===== config.mk =====
export PLATFORM = sky130hd
export DESIGN_NAME = doubly_linked_free_list
export DESIGN_NICKNAME = d
export VERILOG_FILES = /design/src/rtl/core/dlfl_pkg.sv /design/src/rtl/core/dlfl_ram.sv /design/src/rtl/core/doubly_linked_free_list.sv
export VERILOG_INCLUDE_DIRS = /design/src /design/src/rtl/core
export SDC_FILE = /design/constraint.sdc
export NUM_CORES = 2
export LEC_CHECK = 0
export BUFFER_PORTS_ARGS = -buffer_cell sky130_fd_sc_hd__buf_2
export CORE_UTILIZATION = 28
export CTS_CLUSTER_DIAMETER = 50
export DETAILED_ROUTE_END_ITERATION = 10
export SLEW_MARGIN = 20
export SYNTH_ARGS = -nofsm -noshare
export SYNTH_HDL_FRONTEND = slang
export SYNTH_HIERARCHICAL = 1
export SYNTH_MEMORY_MAX_BITS = 65536
export SYNTH_SLANG_ARGS = --single-unit

===== constraint.sdc =====
create_clock -name clk -period 16.8 [get_ports clk]
set_input_delay 0.84 -clock clk [delete_from_list [all_inputs] [get_ports clk]]
set_output_delay 0.84 -clock clk [all_outputs]
set_load 0.005 [all_outputs]

===== src/rtl/core/doubly_linked_free_list_assert.svh =====
// Assertion macros for the doubly linked free list RTL.
// Sampled on clk, disabled while arst_n is low; empty when SYNTHESIS is set.
`ifndef DOUBLY_LINKED_FREE_LIST_ASSERT_SVH
`define DOUBLY_LINKED_FREE_LIST_ASSERT_SVH

`ifndef SYNTHESIS
`define DLFL_ASSERT_IMP(lbl, ante, cons) \
	lbl: assert property (@(posedge clk) disable iff (!arst_n) (ante) |-> (cons)) \
	else $error("dlfl assertion failed");
`define DLFL_ASSERT_NXT(lbl, ante, cons) \
	lbl: assert property (@(posedge clk) disable iff (!arst_n) (ante) |=> (cons)) \
	else $error("dlfl assertion failed");
`else
`define DLFL_ASSERT_IMP(lbl, ante, cons)
`define DLFL_ASSERT_NXT(lbl, ante, cons)
`endif

`endif


===== src/rtl/core/dlfl_pkg.sv =====
// Shared types and constants of the doubly linked free list.
// No dependencies.
`default_nettype none

package dlfl_pkg;

	localparam int POOL_NODES_DEF = 256;
	localparam int NODE_W         = 8;
	localparam int FUNC_W         = 2;

	typedef enum logic [FUNC_W-1:0] {
		FUNC_PUSH   = 2'd0,
		FUNC_POP    = 2'd1,
		FUNC_REMOVE = 2'd2
	} func_t;

	typedef enum logic [1:0] {
		OP_NOP,
		OP_PUSH,
		OP_POP,
		OP_REMOVE
	} op_t;

	typedef enum logic {
		ST_IDLE,
		ST_LINK
	} state_t;

endpackage

`default_nettype wire


===== src/rtl/core/dlfl_ram.sv =====
// Generic single-write, single-read RAM with a registered read port.
// No dependencies.
`default_nettype none

module dlfl_ram #(
	parameter int WIDTH = 9,
	parameter int DEPTH = 256
) (
	input  logic                     clk,
	input  logic                     we,
	input  logic [$clog2(DEPTH)-1:0] waddr,
	input  logic [WIDTH-1:0]         wdata,
	input  logic                     re,
	input  logic [$clog2(DEPTH)-1:0] raddr,
	output logic [WIDTH-1:0]         rdata
);

	logic [WIDTH-1:0] mem [DEPTH];

	always_ff @(posedge clk) begin
		if (we) begin
			mem[waddr] <= wdata;
		end
		if (re) begin
			rdata <= mem[raddr];
		end
	end

endmodule

`default_nettype wire


===== src/rtl/core/doubly_linked_free_list.sv =====
// Top level of the doubly linked free list: head register, link sequencer.
// Depends on dlfl_pkg, dlfl_ram and doubly_linked_free_list_assert.svh.
//
// Usage:
//   A word (func, node_index) is taken at a rising edge with start high and
//   busy low. func 0 pushes node_index at the front, 1 pops the front node,
//   2 unlinks node_index from wherever it sits; other codes change nothing.
//   In the accept cycle reads of the next and prev link memories are issued
//   (and the push link writes); in state ST_LINK the read data is used to
//   patch neighbors and the head. busy is high in ST_LINK, so no new word
//   is taken while the word in flight is in that state.
//   The result word (popped_node, status, list_empty) is on its ports for
//   exactly one cycle with done high, which is registered from ST_LINK;
//   the next word may be taken in that same cycle. The receiver cannot
//   stall and must take each result when done is high.
//   Reset makes the list empty at once; link memories are not cleared and
//   become defined as nodes are pushed.
`default_nettype none

`include "doubly_linked_free_list_assert.svh"

module doubly_linked_free_list #(
	parameter int POOL_NODES = dlfl_pkg::POOL_NODES_DEF
) (
	input  logic                        clk,
	input  logic                        arst_n,
	input  logic                        start,
	output logic                        busy,
	input  logic [dlfl_pkg::FUNC_W-1:0] func,
	input  logic [dlfl_pkg::NODE_W-1:0] node_index,
	output logic                        done,
	output logic [dlfl_pkg::NODE_W-1:0] popped_node,
	output logic                        status,
	output logic                        list_empty
);

	import dlfl_pkg::*;

	localparam int LINK_W = $clog2(POOL_NODES + 2);
	localparam int ADDR_W = $clog2(POOL_NODES);
	localparam logic [LINK_W-1:0] NONE_CODE = LINK_W'(POOL_NODES);
	localparam logic [LINK_W-1:0] HEAD_CODE = LINK_W'(POOL_NODES + 1);

	state_t state_q, state_d;
	logic [LINK_W-1:0] head_q, head_d;

	op_t               op_s1;
	logic [LINK_W-1:0] node_s1;
	logic [LINK_W-1:0] head_s1;

	logic              done_q;
	logic [NODE_W-1:0] popped_q, popped_d;
	logic              status_q, status_d;
	logic              empty_q;

	logic              accept;
	logic              node_ok;
	logic [LINK_W-1:0] node_l;
	op_t               op_a;

	logic              nx_we, nx_re;
	logic [ADDR_W-1:0] nx_waddr, nx_raddr;
	logic [LINK_W-1:0] nx_wdata, nx_rdata;
	logic              pv_we, pv_re;
	logic [ADDR_W-1:0] pv_waddr, pv_raddr;
	logic [LINK_W-1:0] pv_wdata, pv_rdata;

	assign accept  = start && (state_q == ST_IDLE);
	assign node_l  = LINK_W'(node_index);
	assign node_ok = 32'(node_index) < 32'(POOL_NODES);

	always_comb begin
		case (func)
			FUNC_PUSH:   op_a = node_ok ? OP_PUSH : OP_NOP;
			FUNC_POP:    op_a = OP_POP;
			FUNC_REMOVE: op_a = node_ok ? OP_REMOVE : OP_NOP;
			default:     op_a = OP_NOP;
		endcase
	end

	always_comb begin
		state_d  = state_q;
		head_d   = head_q;
		popped_d = '0;
		status_d = 1'b0;
		nx_we    = 1'b0;
		nx_waddr = node_l[ADDR_W-1:0];
		nx_wdata = head_q;
		nx_re    = accept;
		nx_raddr = (op_a == OP_POP) ? head_q[ADDR_W-1:0] : node_l[ADDR_W-1:0];
		pv_we    = 1'b0;
		pv_waddr = node_l[ADDR_W-1:0];
		pv_wdata = HEAD_CODE;
		pv_re    = accept;
		pv_raddr = node_l[ADDR_W-1:0];
		case (state_q)
			ST_IDLE: begin
				if (accept) begin
					state_d = ST_LINK;
					if (op_a == OP_PUSH) begin
						nx_we  = 1'b1;
						pv_we  = 1'b1;
						head_d = node_l;
					end
				end
			end
			ST_LINK: begin
				state_d = ST_IDLE;
				case (op_s1)
					OP_PUSH: begin
						pv_we    = head_s1 < NONE_CODE;
						pv_waddr = head_s1[ADDR_W-1:0];
						pv_wdata = node_s1;
					end
					OP_POP: begin
						if (head_q >= NONE_CODE) begin
							status_d = 1'b1;
						end else begin
							popped_d = NODE_W'(head_q);
							if (nx_rdata == NONE_CODE) begin
								head_d = NONE_CODE;
							end else begin
								pv_we    = nx_rdata < NONE_CODE;
								pv_waddr = nx_rdata[ADDR_W-1:0];
								pv_wdata = HEAD_CODE;
								head_d   = nx_rdata;
							end
						end
					end
					OP_REMOVE: begin
						if (pv_rdata == HEAD_CODE) begin
							head_d = nx_rdata;
						end else begin
							nx_we    = pv_rdata < NONE_CODE;
							nx_waddr = pv_rdata[ADDR_W-1:0];
							nx_wdata = nx_rdata;
						end
						pv_we    = nx_rdata < NONE_CODE;
						pv_waddr = nx_rdata[ADDR_W-1:0];
						pv_wdata = pv_rdata;
					end
					default: begin
					end
				endcase
			end
			default: begin
				state_d = ST_IDLE;
			end
		endcase
	end

	always_ff @(posedge clk or negedge arst_n) begin
		if (!arst_n) begin
			state_q <= ST_IDLE;
			head_q  <= NONE_CODE;
			done_q  <= 1'b0;
			op_s1   <= OP_NOP;
		end else begin
			state_q <= state_d;
			head_q  <= head_d;
			done_q  <= (state_q == ST_LINK);
			if (accept) begin
				op_s1 <= op_a;
			end
		end
	end

	always_ff @(posedge clk) begin
		if (accept) begin
			node_s1 <= node_l;
			head_s1 <= head_q;
		end
		if (state_q == ST_LINK) begin
			popped_q <= popped_d;
			status_q <= status_d;
			empty_q  <= head_d >= NONE_CODE;
		end
	end

	dlfl_ram #(
		.WIDTH (LINK_W),
		.DEPTH (POOL_NODES)
	) u_next_ram (
		.clk   (clk),
		.we    (nx_we),
		.waddr (nx_waddr),
		.wdata (nx_wdata),
		.re    (nx_re),
		.raddr (nx_raddr),
		.rdata (nx_rdata)
	);

	dlfl_ram #(
		.WIDTH (LINK_W),
		.DEPTH (POOL_NODES)
	) u_prev_ram (
		.clk   (clk),
		.we    (pv_we),
		.waddr (pv_waddr),
		.wdata (pv_wdata),
		.re    (pv_re),
		.raddr (pv_raddr),
		.rdata (pv_rdata)
	);

	assign busy        = (state_q == ST_LINK);
	assign done        = done_q;
	assign popped_node = popped_q;
	assign status      = status_q;
	assign list_empty  = empty_q;

	`DLFL_ASSERT_NXT(a_accept_busy, start && !busy, busy)
	`DLFL_ASSERT_NXT(a_link_done, busy, done && !busy)
	`DLFL_ASSERT_IMP(a_done_idle, done, !busy)
	`DLFL_ASSERT_IMP(a_empty_pop, done && status, list_empty && (popped_node == '0))

endmodule

`default_nettype wire

## Word-level counts from Yosys, hierarchy flattened

Memories as Yosys holds them, arrays and structs flattened. A register that Yosys moved wholly into a read port is not among the register bits.
Cells that the tools add are included.

| storage, ports and cells | value |
|---|---|
| register bits | 40 |
| logic and storage cells | 67 |
| memories | 2 |
| RAM bits | 4608 |

| operators by class | value |
|---|---|
| magnitude comparators | 5 |
| equality and inequality tests | 9 |
| multiplexer cells | 37 |
| bitwise operators | 2 |
| reduce and logical (&&, ||, !) cells | 3 |

Memories:

| name | depth | width | read ports | clocked after Yosys merged registers in | write ports | RTL line | source |
|---|---|---|---|---|---|---|---|
| u_next_ram.mem | 256 | 9 | 1 | 1 | 1 | dlfl_ram.sv:18 | `logic [WIDTH-1:0] mem [DEPTH];` |
| u_prev_ram.mem | 256 | 9 | 1 | 1 | 1 | dlfl_ram.sv:18 |  |

Operators by type and width:

| operator | count |
|---|---|
| $mux W9 | 9 |
| $mux W8 | 7 |
| $pmux W9 S2 | 3 |
| $lt A9 B9 Y1 const B | 3 |
| $pmux W8 S3 | 1 |
| $eq A9 B9 Y1 const B | 2 |
| $ge A9 B9 Y1 const B | 2 |
| $mux W1 | 12 |
| $eq A2 B2 Y1 const B | 4 |
| $eq A2 B1 Y1 const B | 3 |
| $pmux W1 S2 | 3 |
| $pmux W2 S3 | 1 |
| $pmux W1 S3 | 1 |
| $logic_not A2 Y1 | 1 |
| $not A1 Y1 | 2 |
| $reduce_or A2 Y1 | 1 |
| $logic_and A1 B1 Y1 | 1 |

## Logic depth before layout (Yosys ltp)

| depth | value |
|---|---|
| depth after elaboration | 8 |
| mapped depth | 15 |
| depth with buffers taken out | 9 |

## Modules after synthesis

The synthesis kept the hierarchy.

Modules (own cells, without submodules):

| module | area an instance (sq um) | instances | cells each |
|---|---|---|---|
| dlfl_ram | 89368.2 | 2 | 4237 |
| doubly_linked_free_list | 2240.9 | 1 | 178 |

## Least setup slack after synthesis

Ideal clock, no wire load.

| timing | value |
|---|---|
| path type | reg-to-reg |
| start point | reg state_q (netlist: busy) |
| end point | mem u_prev_ram.mem[0][1] (data pin) |
| setup slack | 8503 ps |
| path buffers | 1 |
| arrival | 6906 ps |
| required time | 15409 ps |
| cell stages (with the launch flop) | 4 |
| cell sequence | dfrtp_1 buf_2 nand2_1 nor2_1 |

| between the ends | value |
|---|---|
| cells in the longest elaborated chain, start to end | 1 |

RTL lines:

| what | RTL line | source |
|---|---|---|
| start: declaration | doubly_linked_free_list.sv:44 | `state_t state_q, state_d;` |
| start signal: assignment | doubly_linked_free_list.sv:159 | `state_q <= state_d;` |
| $mux W9 | doubly_linked_free_list.sv:96 | `case (state_q)` |
| named net pv_wdata[1] | doubly_linked_free_list.sv:66 | `logic [LINK_W-1:0] pv_wdata, pv_rdata;` |
| end: declaration | dlfl_ram.sv:18 |  |

The timed path passes the listed nets, and every way through them passes these cells.

## Worst setup path after layout

| timing | value |
|---|---|
| start point | in func[1] (netlist bit) |
| end point | reg u_next_ram.rdata[2], read port of u_next_ram.mem (data pin) |

| between the ends | value |
|---|---|
| cells in the longest elaborated chain, start to end | 4 |

RTL lines:

| what | RTL line | source |
|---|---|---|
| start: declaration | doubly_linked_free_list.sv:29 | `input logic [dlfl_pkg::FUNC_W-1:0] func,` |
| $eq A2 B2 Y1 (tied with other cells) | doubly_linked_free_list.sv:73 | `case (func)` |
| $pmux W2 S3 (*) | doubly_linked_free_list.sv:73 |  |
| $eq A2 B2 Y1 (*) | doubly_linked_free_list.sv:90 | `nx_raddr = (op_a == OP_POP) ? head_q[ADDR_W-1:0] : node_l[ADDR_W-1:0];` |
| $mux W8 (*) | doubly_linked_free_list.sv:90 |  |
| named net nx_raddr[0] | doubly_linked_free_list.sv:62 | `logic [ADDR_W-1:0] nx_waddr, nx_raddr;` |
| end: declaration | dlfl_ram.sv:15 | `output logic [WIDTH-1:0] rdata` |

Mark *: on every way through the listed nets, which the timed path passes. The rest lies on a longest branch.
A chain may end at the register's enable or synchronous reset.

==> impl_metrics.prom <==
# TYPE chip_impl_metric gauge
chip_impl_metric{name="cts-root-to-sink-buffers",unit=""} 4
chip_impl_metric{name="power.density",unit="nW/um2"} 127
chip_impl_metric{name="maxSlewViolCount",unit=""} 0
chip_impl_info{name="tritoncts",value="yes"} 1
chip_impl_info{name="hold_path_class",value="primary input to flop"} 1
chip_impl_metric{name="groute.layer.met2.usage",unit=""} 0.219
chip_impl_metric{name="ir_drop",unit="V"} 0.000121
chip_impl_metric{name="grtUsageMet3",unit=""} 0.0327
chip_impl_metric{name="insertion_delay",unit="ns"} 1.02
chip_impl_metric{name="io-pin-count",unit=""} 25
chip_impl_metric{name="count_of_clock_tree_sinks",unit=""} 4666
chip_impl_metric{name="detailed_place_hpwl",unit="um"} 282000
chip_impl_metric{name="fillers",unit=""} 60900
chip_impl_metric{name="nets",unit=""} 8826
chip_impl_metric{name="syn_area",unit="um2"} 181000
chip_impl_metric{name="first_pass_grt_wire_length",unit="um"} 665000
chip_impl_metric{name="period_minus_slack",unit="ns"} 6.25
chip_impl_info{name="result_of_the_run",value="completed"} 1
chip_impl_info{name="critical_path.reg2reg.endpoint",value="u_next_ram/mem[74][7]"} 1
chip_impl_metric{name="synthesis.yosys.warnings",unit=""} 6
chip_impl_metric{name="dieArea",unit="um2"} 650000
chip_impl_metric{name="drt_pre_antenna_iters",unit=""} 6
chip_impl_metric{name="worst_ep_arrival_time",unit="ns"} 6.94
chip_impl_metric{name="critical-path-max-stage-delay",unit="ns"} 0.81
chip_impl_metric{name="worst_pin_slew",unit="ns"} 1.25
chip_impl_metric{name="floorplan.die.height",unit="um"} 806
chip_impl_metric{name="number_of_rows_created_at_floorplan",unit=""} 294
chip_impl_metric{name="detailedRoute.firstIterationViolations",unit=""} 11100
chip_impl_info{name="critical_path.slowest_cell",value="ha_1"} 1
chip_impl_metric{name="multi_input_area",unit="um2"} 38300
chip_impl_metric{name="placed_cells_incl_taps",unit=""} 16900
chip_impl_metric{name="cts_hold_buf",unit=""} 1
chip_impl_metric{name="setup_viol",unit=""} 0
chip_impl_metric{name="clock_skew",unit="ns"} 0.0736
chip_impl_metric{name="core_area",unit="um2"} 642000
chip_impl_metric{name="gp_congestion",unit=""} 0.845
chip_impl_metric{name="cts-resized-gates",unit=""} 0
chip_impl_metric{name="number_of_synthesized_flops_with_an_enable_pin",unit=""} 4653
chip_impl_metric{name="initial_core_util",unit=""} 0.282
chip_impl_metric{name="hold_depth",unit=""} 1
chip_impl_metric{name="timing.slew.headroom",unit=""} 0.159
chip_impl_metric{name="synth_nets",unit=""} 8668
chip_impl_metric{name="max_clock_freq",unit="GHz"} 0.160
chip_impl_info{name="grt_setup_unrepaired",value="false"} 1
chip_impl_info{name="path_class",value="primary input to flop"} 1
chip_impl_metric{name="grt.met1_usage",unit=""} 0.192
chip_impl_metric{name="setup-tns-final",unit="ns"} 0
chip_impl_info{name="predominant_post_synthesis_flop_cell",value="edfxtp_1"} 1
chip_impl_metric{name="routed_wl",unit="um"} 469000
chip_impl_info{name="cp-end-kind",value="flop"} 1
chip_impl_metric{name="ys_seq_area_frac",unit=""} 0.774
chip_impl_info{name="path_common_cell",value="buf_4"} 1
chip_impl_metric{name="vias_per_cell",unit=""} 5.02
chip_impl_metric{name="cp.required",unit="ns"} 17.50
chip_impl_metric{name="num_vias",unit=""} 89400
chip_impl_info{name="rr_startpoint",value="busy"} 1
chip_impl_info{name="critical_path.cell_chain",value="buf_2 -> inv_1 -> ha_1 -> mux2_8 -> buf_4 -> buf_4 -> buf_4 -> mux4_2 -> a22oi_1 -> a21oi_1 -> nor4_1 -> buf_4 -> nor4_1"} 1
chip_impl_metric{name="synthDominantCellAreaShare",unit=""} 0.772
chip_impl_metric{name="worstRegToRegCells",unit=""} 7
chip_impl_metric{name="hold_viol_final",unit=""} 0
chip_impl_metric{name="clkTransAtPathRegs",unit="ns"} 0.07
chip_impl_info{name="crit_path_start_kind",value="primary input"} 1
chip_impl_metric{name="layout_stage_area_growth_over_the_synthesis_result",unit="%"} 13.6
chip_impl_metric{name="leakagePower",unit="nW"} 62.1
chip_impl_info{name="hold_path_start",value="node_index[6]"} 1
chip_impl_metric{name="netlist-cell-type-count",unit=""} 71
chip_impl_metric{name="layout_worst_path_cycle_share",unit=""} 0.372
chip_impl_info{name="root_buffer",value="clkbuf_16"} 1
chip_impl_metric{name="crit_path_max_fanout",unit=""} 53
chip_impl_info{name="grt_busiest_layer",value="met2"} 1
chip_impl_metric{name="htreeDepth",unit=""} 5
chip_impl_metric{name="number_of_global_route_vias_before_repair",unit=""} 87800
chip_impl_metric{name="cts_buffers",unit=""} 455
chip_impl_metric{name="detail-route-antenna-nets",unit=""} 0
chip_impl_metric{name="die_span_in_x",unit="um"} 806
chip_impl_metric{name="post_drt_wl_per_cell",unit="um"} 26.3
chip_impl_metric{name="grt_start_max_net_pins",unit=""} 193
chip_impl_info{name="synth.cells.most_frequent",value="edfxtp_1, mux4_2, nor2_1, mux2i_1, a22oi_1"} 1
chip_impl_metric{name="synth_cells",unit=""} 8652
chip_impl_metric{name="cap_violations",unit=""} 0
chip_impl_metric{name="regArea",unit="um2"} 140000
chip_impl_metric{name="drc_errors",unit=""} 0
chip_impl_metric{name="layout.cells.non_filler",unit=""} 17800
chip_impl_metric{name="synth.ff_latch_count",unit=""} 4666
chip_impl_metric{name="numPortBuffers",unit=""} 24
chip_impl_info{name="post-synth-top-count-cell",value="edfxtp_1"} 1
chip_impl_metric{name="grt.total_usage",unit=""} 0.139
chip_impl_info{name="worst_hold_path.endpoint",value="node_s1[6]"} 1
chip_impl_metric{name="post_synth.cell_area_avg",unit="um2"} 20.9
chip_impl_info{name="synthDominantAreaCellType",value="edfxtp_1"} 1
chip_impl_info{name="ys_top_cells_by_area",value="edfxtp_1, mux4_2, mux2i_1"} 1
chip_impl_metric{name="post-cts-setup-buffer-count",unit=""} 0
chip_impl_metric{name="grt_remaining_overflow",unit=""} 0
chip_impl_metric{name="grt_antenna_before_repair",unit=""} 18
chip_impl_metric{name="async_reset_ff_frac",unit=""} 0.00279
chip_impl_metric{name="r2r_setup_slack",unit="ns"} 11.00
chip_impl_metric{name="drive_above_1_share",unit=""} 0.215
-- cell families after synthesis --
| kind of cell | Yosys count | synth area share |
|---|---|---|
| adders and majority gates | 3 | 0.000207 |
| DFF | 4666 | 0.774 |
| and+or+nand+nor | 1052 | 0.0264 |
| AOI/OAI and AO/OA | 1014 | 0.0388 |
| buffers and inverters | 535 | 0.0176 |
| muxes | 1382 | 0.143 |
-- metrics by stage --
step	hold WS, ns	instance area, um2	worst slack, ns	utilization	power [mW]
final	0.339	206000	10.55	0.320	26.0
after global routing	0.292	206000	10.14	0.320	26.7
after CTS	0.237	205000	10.47	0.320	26.2
after detailed placement	0.556	191000	9.39	0.297	16.2
after global placement	0.568	191000	9.34	0.297	16.2
after floorplan	0.473	181000	8.50	-	15.2
-- layout make-up --
cell class / instances / share of cell area
flip-flops and latches: 4666 / 0.681
multi-input cells: 3451 / 0.186
clock buffers: 539 / 0.0575
well taps: 8584 / 0.0522
clock inverters: 302 / 0.0134
repair buffers: 229 / 0.00875
diodes: 26 / 0.000316
inverters: 7 / 0.000128
-- layer usage --
layer,up-vias,share of wire
li1,36600,-
met1,48100,0.41
met2,4004,0.47
met3,675,0.093
met4,4,0.030
met5,-,0.000047
-- worst max-delay path: cells and delay by family --
family / cells / cell delay [ns]
AOI/OAI and AO/OA: 2 / 0.38
adders and majority gates: 1 / 0.81
and+or+nand+nor: 2 / 0.83
buffers and inverters: 6 / 2.61
muxes: 2 / 1.31
-- worst max path at each step --
stage	start	end	slack, ns	cells past startpoint
after floorplan	busy	u_prev_ram/mem[0][1]	8.50	3
after global placement	func[1]	u_next_ram/rdata[1]	9.34	12
after detailed placement	func[1]	u_next_ram/rdata[4]	9.39	13
after CTS	func[1]	u_next_ram/rdata[2]	10.47	13
after global routing	func[1]	u_next_ram/rdata[2]	10.14	13
final	func[1]	u_next_ram/rdata[2]	10.55	13
-- state kept, by name, indices dropped and copies added (netlist names), named ones only --
register          flops
head_s1               9
popped_node           8
node_s1               8
busy                  1
u_prev_ram/mem     2304
list_empty            1
u_next_ram/rdata      9
op_s1                 2
u_next_ram/mem     2304
head_q                1
status                1
done                  1
u_prev_ram/rdata      9
-- layout by cell type, fill, tap and decap left out, types with 14 or more instances in the layout --
cell,count
o221ai_1,70
nor2_1,572
buf_4,191
o31a_1,16
inv_6,18
nor2b_1,50
bufinv_16,39
a21oi_1,197
and2_1,17
nand3_1,55
buf_2,22
nand4_1,22
nand2b_1,19
nand2_1,84
a31oi_1,20
mux2i_1,362
o21ai_0,62
clkinv_1,125
diode_2,26
mux2_2,56
clkinv_2,75
clkbuf_1,78
a211oi_1,52
nor2_2,40
nor4_1,47
a22o_1,32
clkinv_8,14
a221oi_1,22
edfxtp_1,4653
a22oi_1,349
mux4_2,934
nor3_1,42
clkinvlp_4,17
clkbuf_16,461
o22ai_1,131
mux4_1,18
-- power by group --
part,switching (mW),internal [mW],total [mW]
clock network,4.42,5.64,10.1
logic,1.82,0.690,2.51
registers,0.0514,13.4,13.5
total,6.29,19.7,26.0
Power figures use the tool's default switching activity.
